File: src/i2cmrt_pkg.sv
// ----------------------------------------------------------------------------
// i2cmrt_pkg
// types and constants shared by the register-transfer i2c master
// ----------------------------------------------------------------------------
package i2cmrt_pkg;

    localparam int unsigned CFG_INDEX_W = 2;
    localparam int unsigned CFG_DATA_W  = 16;

    localparam logic [CFG_INDEX_W-1:0] REG_TARGET_ADDRESS = 2'd0;
    localparam logic [CFG_INDEX_W-1:0] REG_DELAY_TICKS    = 2'd1;
    localparam logic [CFG_INDEX_W-1:0] REG_ACK_POLL_LIMIT = 2'd2;

    localparam logic [6:0]  RST_TARGET_ADDRESS = 7'd64;
    localparam logic [15:0] RST_DELAY_TICKS    = 16'd5;
    localparam logic [7:0]  RST_ACK_POLL_LIMIT = 8'd250;

    localparam logic [1:0] MODE_WRITE   = 2'd0;
    localparam logic [1:0] MODE_READ    = 2'd1;
    localparam logic [1:0] MODE_RECOVER = 2'd2;
    localparam logic [1:0] MODE_NONE    = 2'd3;

    localparam logic [3:0] BITS_PER_BYTE   = 4'd8;
    localparam logic [3:0] RECOVERY_PULSES = 4'd9;
    localparam logic [7:0] POLL_SATURATE   = 8'hFF;

    typedef enum logic [4:0] {
        PH_IDLE   = 5'd0,
        PH_ST1    = 5'd1,
        PH_ST2    = 5'd2,
        PH_ST3    = 5'd3,
        PH_WB_SET = 5'd4,
        PH_WB_HI  = 5'd5,
        PH_WB_LO  = 5'd6,
        PH_AK1    = 5'd7,
        PH_AK2    = 5'd8,
        PH_AK3    = 5'd9,
        PH_RB_HI  = 5'd10,
        PH_RB_LO  = 5'd11,
        PH_MA1    = 5'd12,
        PH_MA2    = 5'd13,
        PH_MA3    = 5'd14,
        PH_MA4    = 5'd15,
        PH_MN1    = 5'd16,
        PH_MN2    = 5'd17,
        PH_MN3    = 5'd18,
        PH_RC_LO  = 5'd19,
        PH_RC_HI  = 5'd20,
        PH_SP1    = 5'd21,
        PH_SP2    = 5'd22,
        PH_SP3    = 5'd23
    } phase_t;

    typedef struct packed {
        logic [6:0]  target_address;
        logic [15:0] delay_ticks;
        logic [7:0]  ack_poll_limit;
    } cfg_t;

    typedef struct packed {
        logic [1:0]  mode;
        logic [7:0]  reg_pointer;
        logic [15:0] write_value;
    } cmd_hold_t;

    typedef struct packed {
        logic        cmd_valid;
        logic [1:0]  mode;
        logic [7:0]  reg_pointer;
        logic [15:0] write_value;
        logic        sda_sample;
    } in_item_t;

    typedef struct packed {
        logic        scl_release;
        logic        sda_release;
        logic        busy_res;
        logic        done_res;
        logic        failed;
        logic [15:0] read_value;
    } out_item_t;

endpackage

File: src/i2cmrt_cfg.sv
// ----------------------------------------------------------------------------
// i2cmrt_cfg
// configuration register file: target address, step delay, ack poll limit
// ----------------------------------------------------------------------------
module i2cmrt_cfg
    import i2cmrt_pkg::*;
(
    input  logic                   clk,
    input  logic                   rst_n,
    input  logic                   cfg_valid,
    output logic                   cfg_ready,
    input  logic [CFG_INDEX_W-1:0] cfg_index,
    input  logic [CFG_DATA_W-1:0]  cfg_data,
    output cfg_t                   cfg
);

    cfg_t cfg_reg;
    cfg_t cfg_next;

    assign cfg_ready = 1'b1;
    assign cfg       = cfg_reg;

    always_comb
    begin
        cfg_next = cfg_reg;
        if (cfg_valid)
        begin
            case (cfg_index)
                REG_TARGET_ADDRESS: cfg_next.target_address = cfg_data[6:0];
                REG_DELAY_TICKS:    cfg_next.delay_ticks    = cfg_data[15:0];
                REG_ACK_POLL_LIMIT: cfg_next.ack_poll_limit = cfg_data[7:0];
                default:            cfg_next = cfg_reg;
            endcase
        end
    end

    always_ff @(posedge clk or negedge rst_n)
    begin
        if (!rst_n)
        begin
            cfg_reg.target_address <= RST_TARGET_ADDRESS;
            cfg_reg.delay_ticks    <= RST_DELAY_TICKS;
            cfg_reg.ack_poll_limit <= RST_ACK_POLL_LIMIT;
        end
        else
        begin
            cfg_reg <= cfg_next;
        end
    end

endmodule

File: src/i2cmrt_seq.sv
// ----------------------------------------------------------------------------
// i2cmrt_seq
// bus sequencer: one tick of phase, counters and line levels per step
// ----------------------------------------------------------------------------
module i2cmrt_seq
    import i2cmrt_pkg::*;
(
    input  logic      clk,
    input  logic      rst_n,
    input  logic      step_en,
    input  in_item_t  item,
    input  cfg_t      cfg,
    output out_item_t result
);

    phase_t      phase_reg,  phase_next;
    logic [3:0]  bit_reg,    bit_next;
    logic [2:0]  byte_reg,   byte_next;
    logic [15:0] wait_reg,   wait_next;
    logic [7:0]  poll_reg,   poll_next;
    logic [7:0]  shift_reg,  shift_next;
    logic [15:0] rhold_reg,  rhold_next;
    cmd_hold_t   cmd_reg,    cmd_next;
    logic        scl_reg,    scl_next;
    logic        sda_reg,    sda_next;
    logic        fail_reg,   fail_next;
    logic        done;
    logic [15:0] hold;
    logic [7:0]  wbyte;
    logic [7:0]  sh;
    logic [3:0]  bc;
    logic [7:0]  pc;
    logic [2:0]  bi;

    function automatic logic [7:0] byte_for(input logic [2:0] idx, input logic [6:0] addr,
                                           input cmd_hold_t c);
        logic [7:0] a8;
        a8 = {addr, 1'b0};
        case (idx)
            3'd0:    byte_for = a8;
            3'd1:    byte_for = c.reg_pointer;
            3'd2:    byte_for = (c.mode == MODE_READ) ? (a8 | 8'd1) : c.write_value[15:8];
            default: byte_for = c.write_value[7:0];
        endcase
    endfunction

    assign hold = (cfg.delay_ticks == 16'd0) ? 16'd1 : cfg.delay_ticks;

    // next state
    always_comb
    begin
        phase_next = phase_reg;
        bit_next   = bit_reg;
        byte_next  = byte_reg;
        wait_next  = wait_reg;
        poll_next  = poll_reg;
        shift_next = shift_reg;
        rhold_next = rhold_reg;
        cmd_next   = cmd_reg;
        scl_next   = scl_reg;
        sda_next   = sda_reg;
        fail_next  = fail_reg;
        done       = 1'b0;
        wbyte      = 8'd0;
        sh         = 8'd0;
        bc         = 4'd0;
        pc         = 8'd0;
        bi         = 3'd0;
        if (step_en)
        begin
            if (phase_reg == PH_IDLE)
            begin
                if (item.cmd_valid && item.mode != MODE_NONE)
                begin
                    cmd_next   = {item.mode, item.reg_pointer, item.write_value};
                    fail_next  = 1'b0;
                    bit_next   = 4'd0;
                    byte_next  = 3'd0;
                    poll_next  = 8'd0;
                    shift_next = 8'd0;
                    wait_next  = 16'd0;
                    if (item.mode == MODE_RECOVER)
                    begin
                        phase_next = PH_RC_LO; scl_next = 1'b0; sda_next = 1'b1;
                    end
                    else
                    begin
                        phase_next = PH_ST1; scl_next = 1'b1; sda_next = 1'b1;
                    end
                end
            end
            else if ({1'b0, wait_reg} + 17'd1 < {1'b0, hold})
            begin
                wait_next = wait_reg + 16'd1;
            end
            else
            begin
                wait_next = 16'd0;
                case (phase_reg)
                    PH_ST1:
                    begin
                        phase_next = PH_ST2; scl_next = 1'b1; sda_next = 1'b0;
                    end
                    PH_ST2:
                    begin
                        phase_next = PH_ST3; scl_next = 1'b0; sda_next = 1'b0;
                    end
                    PH_ST3:
                    begin
                        wbyte      = byte_for(byte_reg, cfg.target_address, cmd_reg);
                        shift_next = wbyte;
                        bit_next   = 4'd0;
                        phase_next = PH_WB_SET; scl_next = 1'b0; sda_next = wbyte[7];
                    end
                    PH_WB_SET:
                    begin
                        phase_next = PH_WB_HI; scl_next = 1'b1; sda_next = shift_reg[7];
                    end
                    PH_WB_HI:
                    begin
                        phase_next = PH_WB_LO; scl_next = 1'b0; sda_next = shift_reg[7];
                    end
                    PH_WB_LO:
                    begin
                        sh         = {shift_reg[6:0], 1'b0};
                        bc         = bit_reg + 4'd1;
                        shift_next = sh;
                        if (bc >= BITS_PER_BYTE)
                        begin
                            bit_next   = 4'd0;
                            poll_next  = 8'd0;
                            phase_next = PH_AK1; scl_next = 1'b0; sda_next = 1'b1;
                        end
                        else
                        begin
                            bit_next   = bc;
                            phase_next = PH_WB_SET; scl_next = 1'b0; sda_next = sh[7];
                        end
                    end
                    PH_AK1:
                    begin
                        phase_next = PH_AK2; scl_next = 1'b1; sda_next = 1'b1;
                    end
                    PH_AK2:
                    begin
                        if (!item.sda_sample)
                        begin
                            phase_next = PH_AK3; scl_next = 1'b0; sda_next = 1'b1;
                        end
                        else
                        begin
                            pc        = (poll_reg == POLL_SATURATE) ? poll_reg : poll_reg + 8'd1;
                            poll_next = pc;
                            if (pc > cfg.ack_poll_limit)
                            begin
                                fail_next  = 1'b1;
                                phase_next = PH_SP1; scl_next = scl_reg; sda_next = 1'b0;
                            end
                            else
                            begin
                                phase_next = PH_AK2; scl_next = 1'b1; sda_next = 1'b1;
                            end
                        end
                    end
                    PH_AK3:
                    begin
                        if (cmd_reg.mode == MODE_WRITE)
                        begin
                            if (byte_reg >= 3'd3)
                            begin
                                phase_next = PH_SP1; scl_next = scl_reg; sda_next = 1'b0;
                            end
                            else
                            begin
                                bi         = byte_reg + 3'd1;
                                byte_next  = bi;
                                wbyte      = byte_for(bi, cfg.target_address, cmd_reg);
                                shift_next = wbyte;
                                bit_next   = 4'd0;
                                phase_next = PH_WB_SET; scl_next = 1'b0; sda_next = wbyte[7];
                            end
                        end
                        else if (byte_reg == 3'd0)
                        begin
                            byte_next  = 3'd1;
                            wbyte      = byte_for(3'd1, cfg.target_address, cmd_reg);
                            shift_next = wbyte;
                            bit_next   = 4'd0;
                            phase_next = PH_WB_SET; scl_next = 1'b0; sda_next = wbyte[7];
                        end
                        else if (byte_reg == 3'd1)
                        begin
                            byte_next  = 3'd2;
                            phase_next = PH_ST1; scl_next = 1'b1; sda_next = 1'b1;
                        end
                        else
                        begin
                            byte_next  = 3'd3;
                            bit_next   = 4'd0;
                            shift_next = 8'd0;
                            phase_next = PH_RB_HI; scl_next = 1'b1; sda_next = 1'b1;
                        end
                    end
                    PH_RB_HI:
                    begin
                        shift_next = {shift_reg[6:0], item.sda_sample};
                        phase_next = PH_RB_LO; scl_next = 1'b0; sda_next = 1'b1;
                    end
                    PH_RB_LO:
                    begin
                        bc = bit_reg + 4'd1;
                        if (bc < BITS_PER_BYTE)
                        begin
                            bit_next   = bc;
                            phase_next = PH_RB_HI; scl_next = 1'b1; sda_next = 1'b1;
                        end
                        else
                        begin
                            bit_next = 4'd0;
                            if (byte_reg == 3'd3)
                            begin
                                cmd_next.write_value[7:0] = shift_reg;
                                phase_next = PH_MA1; scl_next = 1'b0; sda_next = 1'b0;
                            end
                            else
                            begin
                                phase_next = PH_MN1; scl_next = 1'b0; sda_next = 1'b1;
                            end
                        end
                    end
                    PH_MA1:
                    begin
                        phase_next = PH_MA2; scl_next = 1'b1; sda_next = 1'b0;
                    end
                    PH_MA2:
                    begin
                        phase_next = PH_MA3; scl_next = 1'b0; sda_next = 1'b0;
                    end
                    PH_MA3:
                    begin
                        phase_next = PH_MA4; scl_next = 1'b0; sda_next = 1'b1;
                    end
                    PH_MA4:
                    begin
                        byte_next  = 3'd4;
                        bit_next   = 4'd0;
                        shift_next = 8'd0;
                        phase_next = PH_RB_HI; scl_next = 1'b1; sda_next = 1'b1;
                    end
                    PH_MN1:
                    begin
                        phase_next = PH_MN2; scl_next = 1'b1; sda_next = 1'b1;
                    end
                    PH_MN2:
                    begin
                        phase_next = PH_MN3; scl_next = 1'b0; sda_next = 1'b1;
                    end
                    PH_MN3:
                    begin
                        phase_next = PH_SP1; scl_next = scl_reg; sda_next = 1'b0;
                    end
                    PH_RC_LO:
                    begin
                        phase_next = PH_RC_HI; scl_next = 1'b1; sda_next = 1'b1;
                    end
                    PH_RC_HI:
                    begin
                        bc = bit_reg + 4'd1;
                        if (bc >= RECOVERY_PULSES)
                        begin
                            bit_next   = 4'd0;
                            phase_next = PH_SP1; scl_next = scl_reg; sda_next = 1'b0;
                        end
                        else
                        begin
                            bit_next   = bc;
                            phase_next = PH_RC_LO; scl_next = 1'b0; sda_next = 1'b1;
                        end
                    end
                    PH_SP1:
                    begin
                        phase_next = PH_SP2; scl_next = 1'b1; sda_next = 1'b0;
                    end
                    PH_SP2:
                    begin
                        phase_next = PH_SP3; scl_next = 1'b1; sda_next = 1'b1;
                    end
                    default:
                    begin
                        if (cmd_reg.mode == MODE_READ && !fail_reg)
                        begin
                            rhold_next = {cmd_reg.write_value[7:0], shift_reg};
                        end
                        phase_next = PH_IDLE; scl_next = 1'b1; sda_next = 1'b1;
                        done       = 1'b1;
                    end
                endcase
            end
        end
    end

    // outputs
    always_comb
    begin
        result.scl_release = scl_next;
        result.sda_release = sda_next;
        result.busy_res    = (phase_next != PH_IDLE);
        result.done_res    = done;
        result.failed      = done & fail_next;
        result.read_value  = rhold_next;
    end

    always_ff @(posedge clk or negedge rst_n)
    begin
        if (!rst_n)
        begin
            phase_reg <= PH_IDLE;
            bit_reg   <= 4'd0;
            byte_reg  <= 3'd0;
            wait_reg  <= 16'd0;
            poll_reg  <= 8'd0;
            shift_reg <= 8'd0;
            rhold_reg <= 16'd0;
            cmd_reg   <= '0;
            scl_reg   <= 1'b1;
            sda_reg   <= 1'b1;
            fail_reg  <= 1'b0;
        end
        else
        begin
            phase_reg <= phase_next;
            bit_reg   <= bit_next;
            byte_reg  <= byte_next;
            wait_reg  <= wait_next;
            poll_reg  <= poll_next;
            shift_reg <= shift_next;
            rhold_reg <= rhold_next;
            cmd_reg   <= cmd_next;
            scl_reg   <= scl_next;
            sda_reg   <= sda_next;
            fail_reg  <= fail_next;
        end
    end

endmodule

File: src/i2c_master_register_transfer.sv
// ----------------------------------------------------------------------------
// i2c_master_register_transfer
// tick-driven i2c master for 16-bit register write, read and bus recovery
// ----------------------------------------------------------------------------
// each beat on req carries one bus tick: an optional command plus the sampled
// sda level. each accepted req beat yields exactly one rsp beat with the scl
// and sda release levels, busy, done, failed and the last read value.
// a beat is taken when valid is high and stall is low on that channel.
// the rsp beat follows its req beat through the input register, then the result
// register; one beat per cycle is sustained while rsp is not stalled, set by the
// single pass of the sequencer step between those registers.
// when rsp is stalled the result register holds, the input register keeps
// its beat and req_stall rises only once the input register is occupied.
// configuration writes go through cfg_valid/cfg_ready (always ready); the user
// must make them only while no beat is in flight, which the block does not enforce.
// reset: both lines released, sequencer idle, registers at their defaults
// (address 64, delay 5, poll limit 250), read value zero.
// ----------------------------------------------------------------------------
module i2c_master_register_transfer
    import i2cmrt_pkg::*;
(
    input  logic                   clk,
    input  logic                   rst_n,
    input  logic                   req_valid,
    output logic                   req_stall,
    input  in_item_t               req_data,
    output logic                   rsp_valid,
    input  logic                   rsp_stall,
    output out_item_t              rsp_data,
    input  logic                   cfg_valid,
    output logic                   cfg_ready,
    input  logic [CFG_INDEX_W-1:0] cfg_index,
    input  logic [CFG_DATA_W-1:0]  cfg_data
);

    logic      s1_valid_reg, s1_valid_next;
    in_item_t  s1_item_reg;
    logic      rsp_valid_reg, rsp_valid_next;
    out_item_t rsp_data_reg;
    out_item_t step_result;
    cfg_t      cfg;
    logic      fire;
    logic      accept;

    i2cmrt_cfg u_cfg
    (
        .clk       (clk),
        .rst_n     (rst_n),
        .cfg_valid (cfg_valid),
        .cfg_ready (cfg_ready),
        .cfg_index (cfg_index),
        .cfg_data  (cfg_data),
        .cfg       (cfg)
    );

    i2cmrt_seq u_seq
    (
        .clk     (clk),
        .rst_n   (rst_n),
        .step_en (fire),
        .item    (s1_item_reg),
        .cfg     (cfg),
        .result  (step_result)
    );

    assign fire      = s1_valid_reg && (!rsp_valid_reg || !rsp_stall);
    assign req_stall = s1_valid_reg && !fire;
    assign accept    = req_valid && !req_stall;
    assign rsp_valid = rsp_valid_reg;
    assign rsp_data  = rsp_data_reg;

    always_comb
    begin
        s1_valid_next  = accept ? 1'b1 : (fire ? 1'b0 : s1_valid_reg);
        rsp_valid_next = fire || (rsp_valid_reg && rsp_stall);
    end

    always_ff @(posedge clk or negedge rst_n)
    begin
        if (!rst_n)
        begin
            s1_valid_reg  <= 1'b0;
            rsp_valid_reg <= 1'b0;
        end
        else
        begin
            s1_valid_reg  <= s1_valid_next;
            rsp_valid_reg <= rsp_valid_next;
        end
    end

    always_ff @(posedge clk)
    begin
        if (accept)
        begin
            s1_item_reg <= req_data;
        end
        if (fire)
        begin
            rsp_data_reg <= step_result;
        end
    end

    a_fire_gives_rsp: assert property (@(posedge clk) disable iff (!rst_n)
        fire |=> rsp_valid)
        else $error("step result not presented");

    a_stall_needs_item: assert property (@(posedge clk) disable iff (!rst_n)
        req_stall |-> s1_valid_reg)
        else $error("req stalled with empty input register");

    a_done_not_busy: assert property (@(posedge clk) disable iff (!rst_n)
        rsp_valid && rsp_data.done_res |-> !rsp_data.busy_res)
        else $error("done reported while busy");

    a_fail_with_done: assert property (@(posedge clk) disable iff (!rst_n)
        rsp_valid && rsp_data.failed |-> rsp_data.done_res)
        else $error("failure flagged without done");

endmodule

File: config.mk
export PLATFORM = sky130hd
export DESIGN_NAME = i2c_master_register_transfer
export DESIGN_NICKNAME = d
export VERILOG_FILES = /design/src/i2cmrt_pkg.sv /design/src/i2cmrt_cfg.sv /design/src/i2cmrt_seq.sv /design/src/i2c_master_register_transfer.sv
export SDC_FILE = /design/constraint.sdc
export NUM_CORES = 1
export LEC_CHECK = 0
export BUFFER_PORTS_ARGS = -buffer_cell sky130_fd_sc_hd__buf_2
export CORE_ASPECT_RATIO = 1.1
export CORE_MARGIN = 3
export CORE_UTILIZATION = 43
export CTS_CLUSTER_DIAMETER = 150
export DETAILED_ROUTE_END_ITERATION = 10
export PLACE_DENSITY = 0.71
export SLEW_MARGIN = 10
export SYNTH_ARGS = -nofsm -noshare
export SYNTH_HDL_FRONTEND = slang
export SYNTH_SLANG_ARGS = --single-unit
File: constraint.sdc
create_clock -name clk -period 4.6 [get_ports clk]
set_input_delay 0.23 -clock clk [delete_from_list [all_inputs] [get_ports clk]]
set_output_delay 0.23 -clock clk [all_outputs]
set_load 0.03 [all_outputs]
Yosys cells after proc, flatten, opt, wreduce, memory -nomap -nowiden
Cells that the tools add are included.
{ "word_totals": {"elab_cells": 231, "regBits": 171, "input_bits": 51} }
{ "op_classes": {"add_sub_neg": 5, "eq_ne": 40, "n_reduce_logical": 42, "bitwise_logic": 1, "muxes": 107, "n_lt_le_gt_ge": 6} }
{ "ops": {"columns": ["cell", "n"], "rows": [
  ["$mux 8", 19],
  ["$mux 16", 9],
  ["$pmux 5 s22", 1],
  ["$mux 5", 12],
  ["$pmux 8 s3", 2],
  ["$mux 4", 11],
  ["$eq 5x4->1 const B", 8],
  ["$pmux 8 s5", 1],
  ["$mux 1", 39],
  ["$eq 5x5->1 const B", 7],
  ["$reduce_and 6->1", 4],
  ["$reduce_or 22->1", 1],
  ["$mux 3", 7],
  ["$eq 5x3->1 const B", 4],
  ["$pmux 4 s5", 1],
  ["$add 16x1->17 const B", 1],
  ["$lt 17x16->1", 1],
  ["$add 16x1->16 const B", 1],
  ["$logic_not 16->1", 1],
  ["$pmux 8 s2", 1],
  ["$reduce_bool 6->1", 2],
  ["$eq 5x2->1 const B", 2],
  ["$eq 3x2->1 const B", 3],
  ["$add 8x1->8 const B", 1],
  ["37 further kinds", 62]
]} }

Longest topological paths before layout
{ "depth": {"word_depth": 10, "mapped_depth": 15, "depth_no_buf": 15} }

Hierarchy
Synthesis repeated with hierarchy kept, for this count alone.
{ "hier_totals": {"cells_unflattened": 836, "area_unflattened_um2": 9218.8} }
{ "by_module_without_submodules": {"columns": ["mod", "area_per_inst_um2", "cells_per_inst", "n_inst", "seq_area_each_um2"], "rows": [
  ["i2cmrt_seq", 6443.7, 711, 1, 2229.6],
  ["i2c_master_register_transfer", 1564.0, 57, 1, 1521.5],
  ["i2cmrt_cfg", 1211.2, 68, 1, 787.0]
]} }

Worst setup path before layout
No wires, ideal clock.
{ "synth_timing": {"kind": "reg-to-reg", "start": "reg u_seq.wait_reg[0]", "end": "reg rsp_data_reg, in the netlist rsp_data[10], data pin", "path_stages_with_launch": 16, "n_path_buf": 2, "t_arrival_ps": 3631, "required_ps": 4338, "setup_slack_ps": 707, "setup_time_ps": 262, "cell_sequence": "dfrtp_1 -> ha_1 -> nand3_2 -> nor2_1 -> nand3_1 -> xnor2_1 -> ha_1 -> nand4_2 -> nor3_2 -> a21oi_1 -> a211oi_4 -> o21ai_4 -> or4_4 -> buf_6 -> buf_12 -> mux2_4"} }
{ "synth_rtl": {"columns": ["element", "line_no", "rtl"], "rows": [
  ["from (decl)", "i2cmrt_seq.sv:19", "logic [15:0] wait_reg, wait_next;"],
  ["from (signal assigned)", "i2cmrt_seq.sv:334", "wait_reg <= wait_next;"],
  ["to (signal assigned)", "i2c_master_register_transfer.sv:100", "rsp_data_reg <= step_result;"],
  ["to (decl)", "i2c_master_register_transfer.sv:39", "out_item_t rsp_data_reg;"]
]} }

==> metrics <==
core area=0.0209 sq mm; multi-input logic area=0.00437 sq mm; IO Pins=75; leak pwr=~4.6 nW; Initial Util=between 40% and 50%; filler instances=roughly 1800; Die Footprint=approximately 0.023 sq mm; fin crit period=4200 ps; Worst Setup End Kind=flip-flop; Mapped Nets=~900; predominant post-synthesis flop cell=dfrtp_1; Reg2Reg Depth=14; Vias=7057; CTS Sinks=between 150 and 200; Seq/Total Area, Yosys=roughly 50%; CP endpoint=rsp_data[18]; Max Freq=238 MHz; Final Instance Count excl. Fillers=around 1200; drt initial violations=between 600 and 700; setup TNS=0 ps; DR pass1 iterations=7; post-synth cell types=81; H-tree levels=4; reg-to-reg endpoint=rsp_data[18]; Die Wd=146 um; final wirelength=about 22000 um; Slew HR=between 20% and 30%; Synth area leaders=dfrtp_1 30%, edfxtp_1 16%, mux2_2 7.4%, ha_1 4.9%, dfstp_2 3.1%; Tcrit/Tclk final=between 90% and 100%; post-CTS setup buffers=0; CP Class=reg2reg; Worst-Skew Late Latency=430 ps; leading area contributor after synthesis=dfrtp_1; nets=1016; antenna violations before repair=0; largest net degree at the start of global routing=between 50 and 60; Antenna Cells=0; Synth top area share=30.0%; die height=about 160 um; skew final=around 11 ps; Via density=about 5.8; Worst VDD drop=0.295 mV; GR Overflow Total=0; final hold viol count=0; layout cells sized above 1=between 20% and 30%; final core utilization=between 50% and 60%; num rows=between 50 and 60; post-DR wirelength/cell=between 15 and 20 um; port bufs=73; CTS tree=built; # DRC=0; run status=complete, no violations; DP Wirelength=approximately 16000 um; endpoints failing setup=0; storage element area=0.00454 sq mm; CTS Buffer Depth=2; Final ANT Viol Nets=0; RSZ-0062 raised after global routing=false; number of global-route vias before repair=6843; register clock-pin slew on the reported worst setup and hold paths=70 ps; PwrDens=457 mW/mm^2; Global Route Usage Sum=roughly a fifth; worst endpoint data arrival time=around 4400 ps; Max-cap violations=0; global placement routability congestion=between 0.9 and 1; top cells by instance count after synthesis=111 x dfrtp_1, 62 x nand2_1, 61 x mux2_2; Syn Std Cell Area=just over 0.009 sq mm; total CTS buffers=17; Worst Path Required=4750 ps; Post-synth ARST share=a little under three quarters; EDFF count, synth=between 40 and 50; Crit Path Max Fanout=5; Inst Count DP=~1200; reg2reg start=u_seq.poll_reg[0]; most frequent cell after synthesis=dfrtp_1; Reg2Reg Setup Slack=400 ps; total power draw=4.95 mW; worst min path class=in2reg; global-route wire length before repair=around 37000 um; Final WS setup=402 ps; #FFs+latches synth=about 170; Area growth syn-to-layout=17.1%; max reg flops=31; worst slack at placement=around 490 ps; warnings from Yosys=0; synthesized instance count=just over 800; Max Transition Viols Final=0; Critical Path Source Type=flip-flop; CTS root buffer=clkbuf_16; Mean Syn Cell Area=approximately 11 sq um; Worst-Margin Slew=roughly 1100 ps; CP Launch Point=u_seq.poll_reg[0]
-- report_power, final --
| group | total [mW] | internal, mW | switching [mW] |
|---|---|---|---|
| registers | 2.10 | 1.83 | 0.279 |
| logic | 1.35 | 0.605 | 0.745 |
| clock network | 1.50 | 0.869 | 0.628 |
| total | 4.95 | 3.30 | 1.65 |
-- layout by cell type (no fill, tap or decap), drive strengths merged, types with 10 or more instances in the layout --
cell / n
mux2i: 14
mux2: 71
edfxtp: 49
xnor2: 16
dfrtp: 111
nand4: 10
a22oi: 16
o221ai: 13
nand2: 62
dlygate4sd3: 30
dfstp: 11
nand2b: 16
and2: 11
nand3: 24
inv: 51
a32o: 11
a21oi: 36
clkbuf: 18
o21ai: 30
nor2b: 11
nor3: 20
nor2: 31
buf: 87
ha: 36
o21a: 11
o31ai: 10
-- cells by family after synthesis --
family / count (synthesis) / share of synthesized area, %
simple gates: 223 / 12.6
compound gates: 208 / 16.9
flops: 171 / 49.1
mux: 85 / 10.6
buf+inv: 82 / 3.65
fa+ha+maj: 36 / 4.87
xor+xnor: 23 / 2.26
other cells: 1 / 0.0406
-- area by class of cell --
class,count,share of cell area [%]
clock buffers,18,3.96
clock inverters,14,1.71
inverters,46,1.59
multi-input cells,576,40.4
flip-flops and latches,171,41.9
well taps,285,3.29
repair buffers,117,7.14
-- worst min path at each step --
stage	start	to	slack [ps]	depth (start not counted)
5_1_grt	cfg_data[8]	u_cfg.cfg[16]	20	2
3_5_place_dp	rst_n	u_cfg.cfg[19]	350	1
6_report	cfg_data[8]	u_cfg.cfg[16]	30	2
3_3_place_gp	rst_n	u_cfg.cfg[18]	350	1
2_1_floorplan	rst_n	rsp_valid	-70	0
4_1_cts	cfg_data[8]	u_cfg.cfg[16]	20	2
-- what timing repair did --
| item | in CTS | in global routing |
|---|---|---|
| gates resized for setup | 0 | 0 |
| endpoints found under the hold margin | 79 | 0 |
| hold buffers | 30 | 0 |
-- stage by stage --
step                cell area, sq um  hold slack (ps)
CTS                            10800             17.8
global route                   10800             22.1
detailed placement              9910              348
global placement                9910              345
finish                         10800             26.8
floorplan                       9250            -65.6
-- metal layers --
| layer | up-vias | GRT usage [%] | wire length [um] |
|---|---|---|---|
| met5 | - | 0 | 0 |
| met2 | 263 | 29.8 | 10300 |
| met3 | 48 | 3.72 | 1310 |
| met1 | 3423 | 27.3 | 10200 |
| li1 | 3323 | - | - |
| met4 | 0 | 6.65 | 515 |
-- critical path, stage by stage (launching register included) --
cell     delay [ps]
dfrtp_1         430
ha_1            240
nand2_1         110
nor2_1           60
and2_1          200
nor2_1          220
nand3_1         130
xnor2_1         170
ha_1            310
nand4_1         130
o21ai_0         370
a21oi_1         140
or4_1           550
a221o_1         330
or4b_1          550
(Power assumes the default switching activity.)
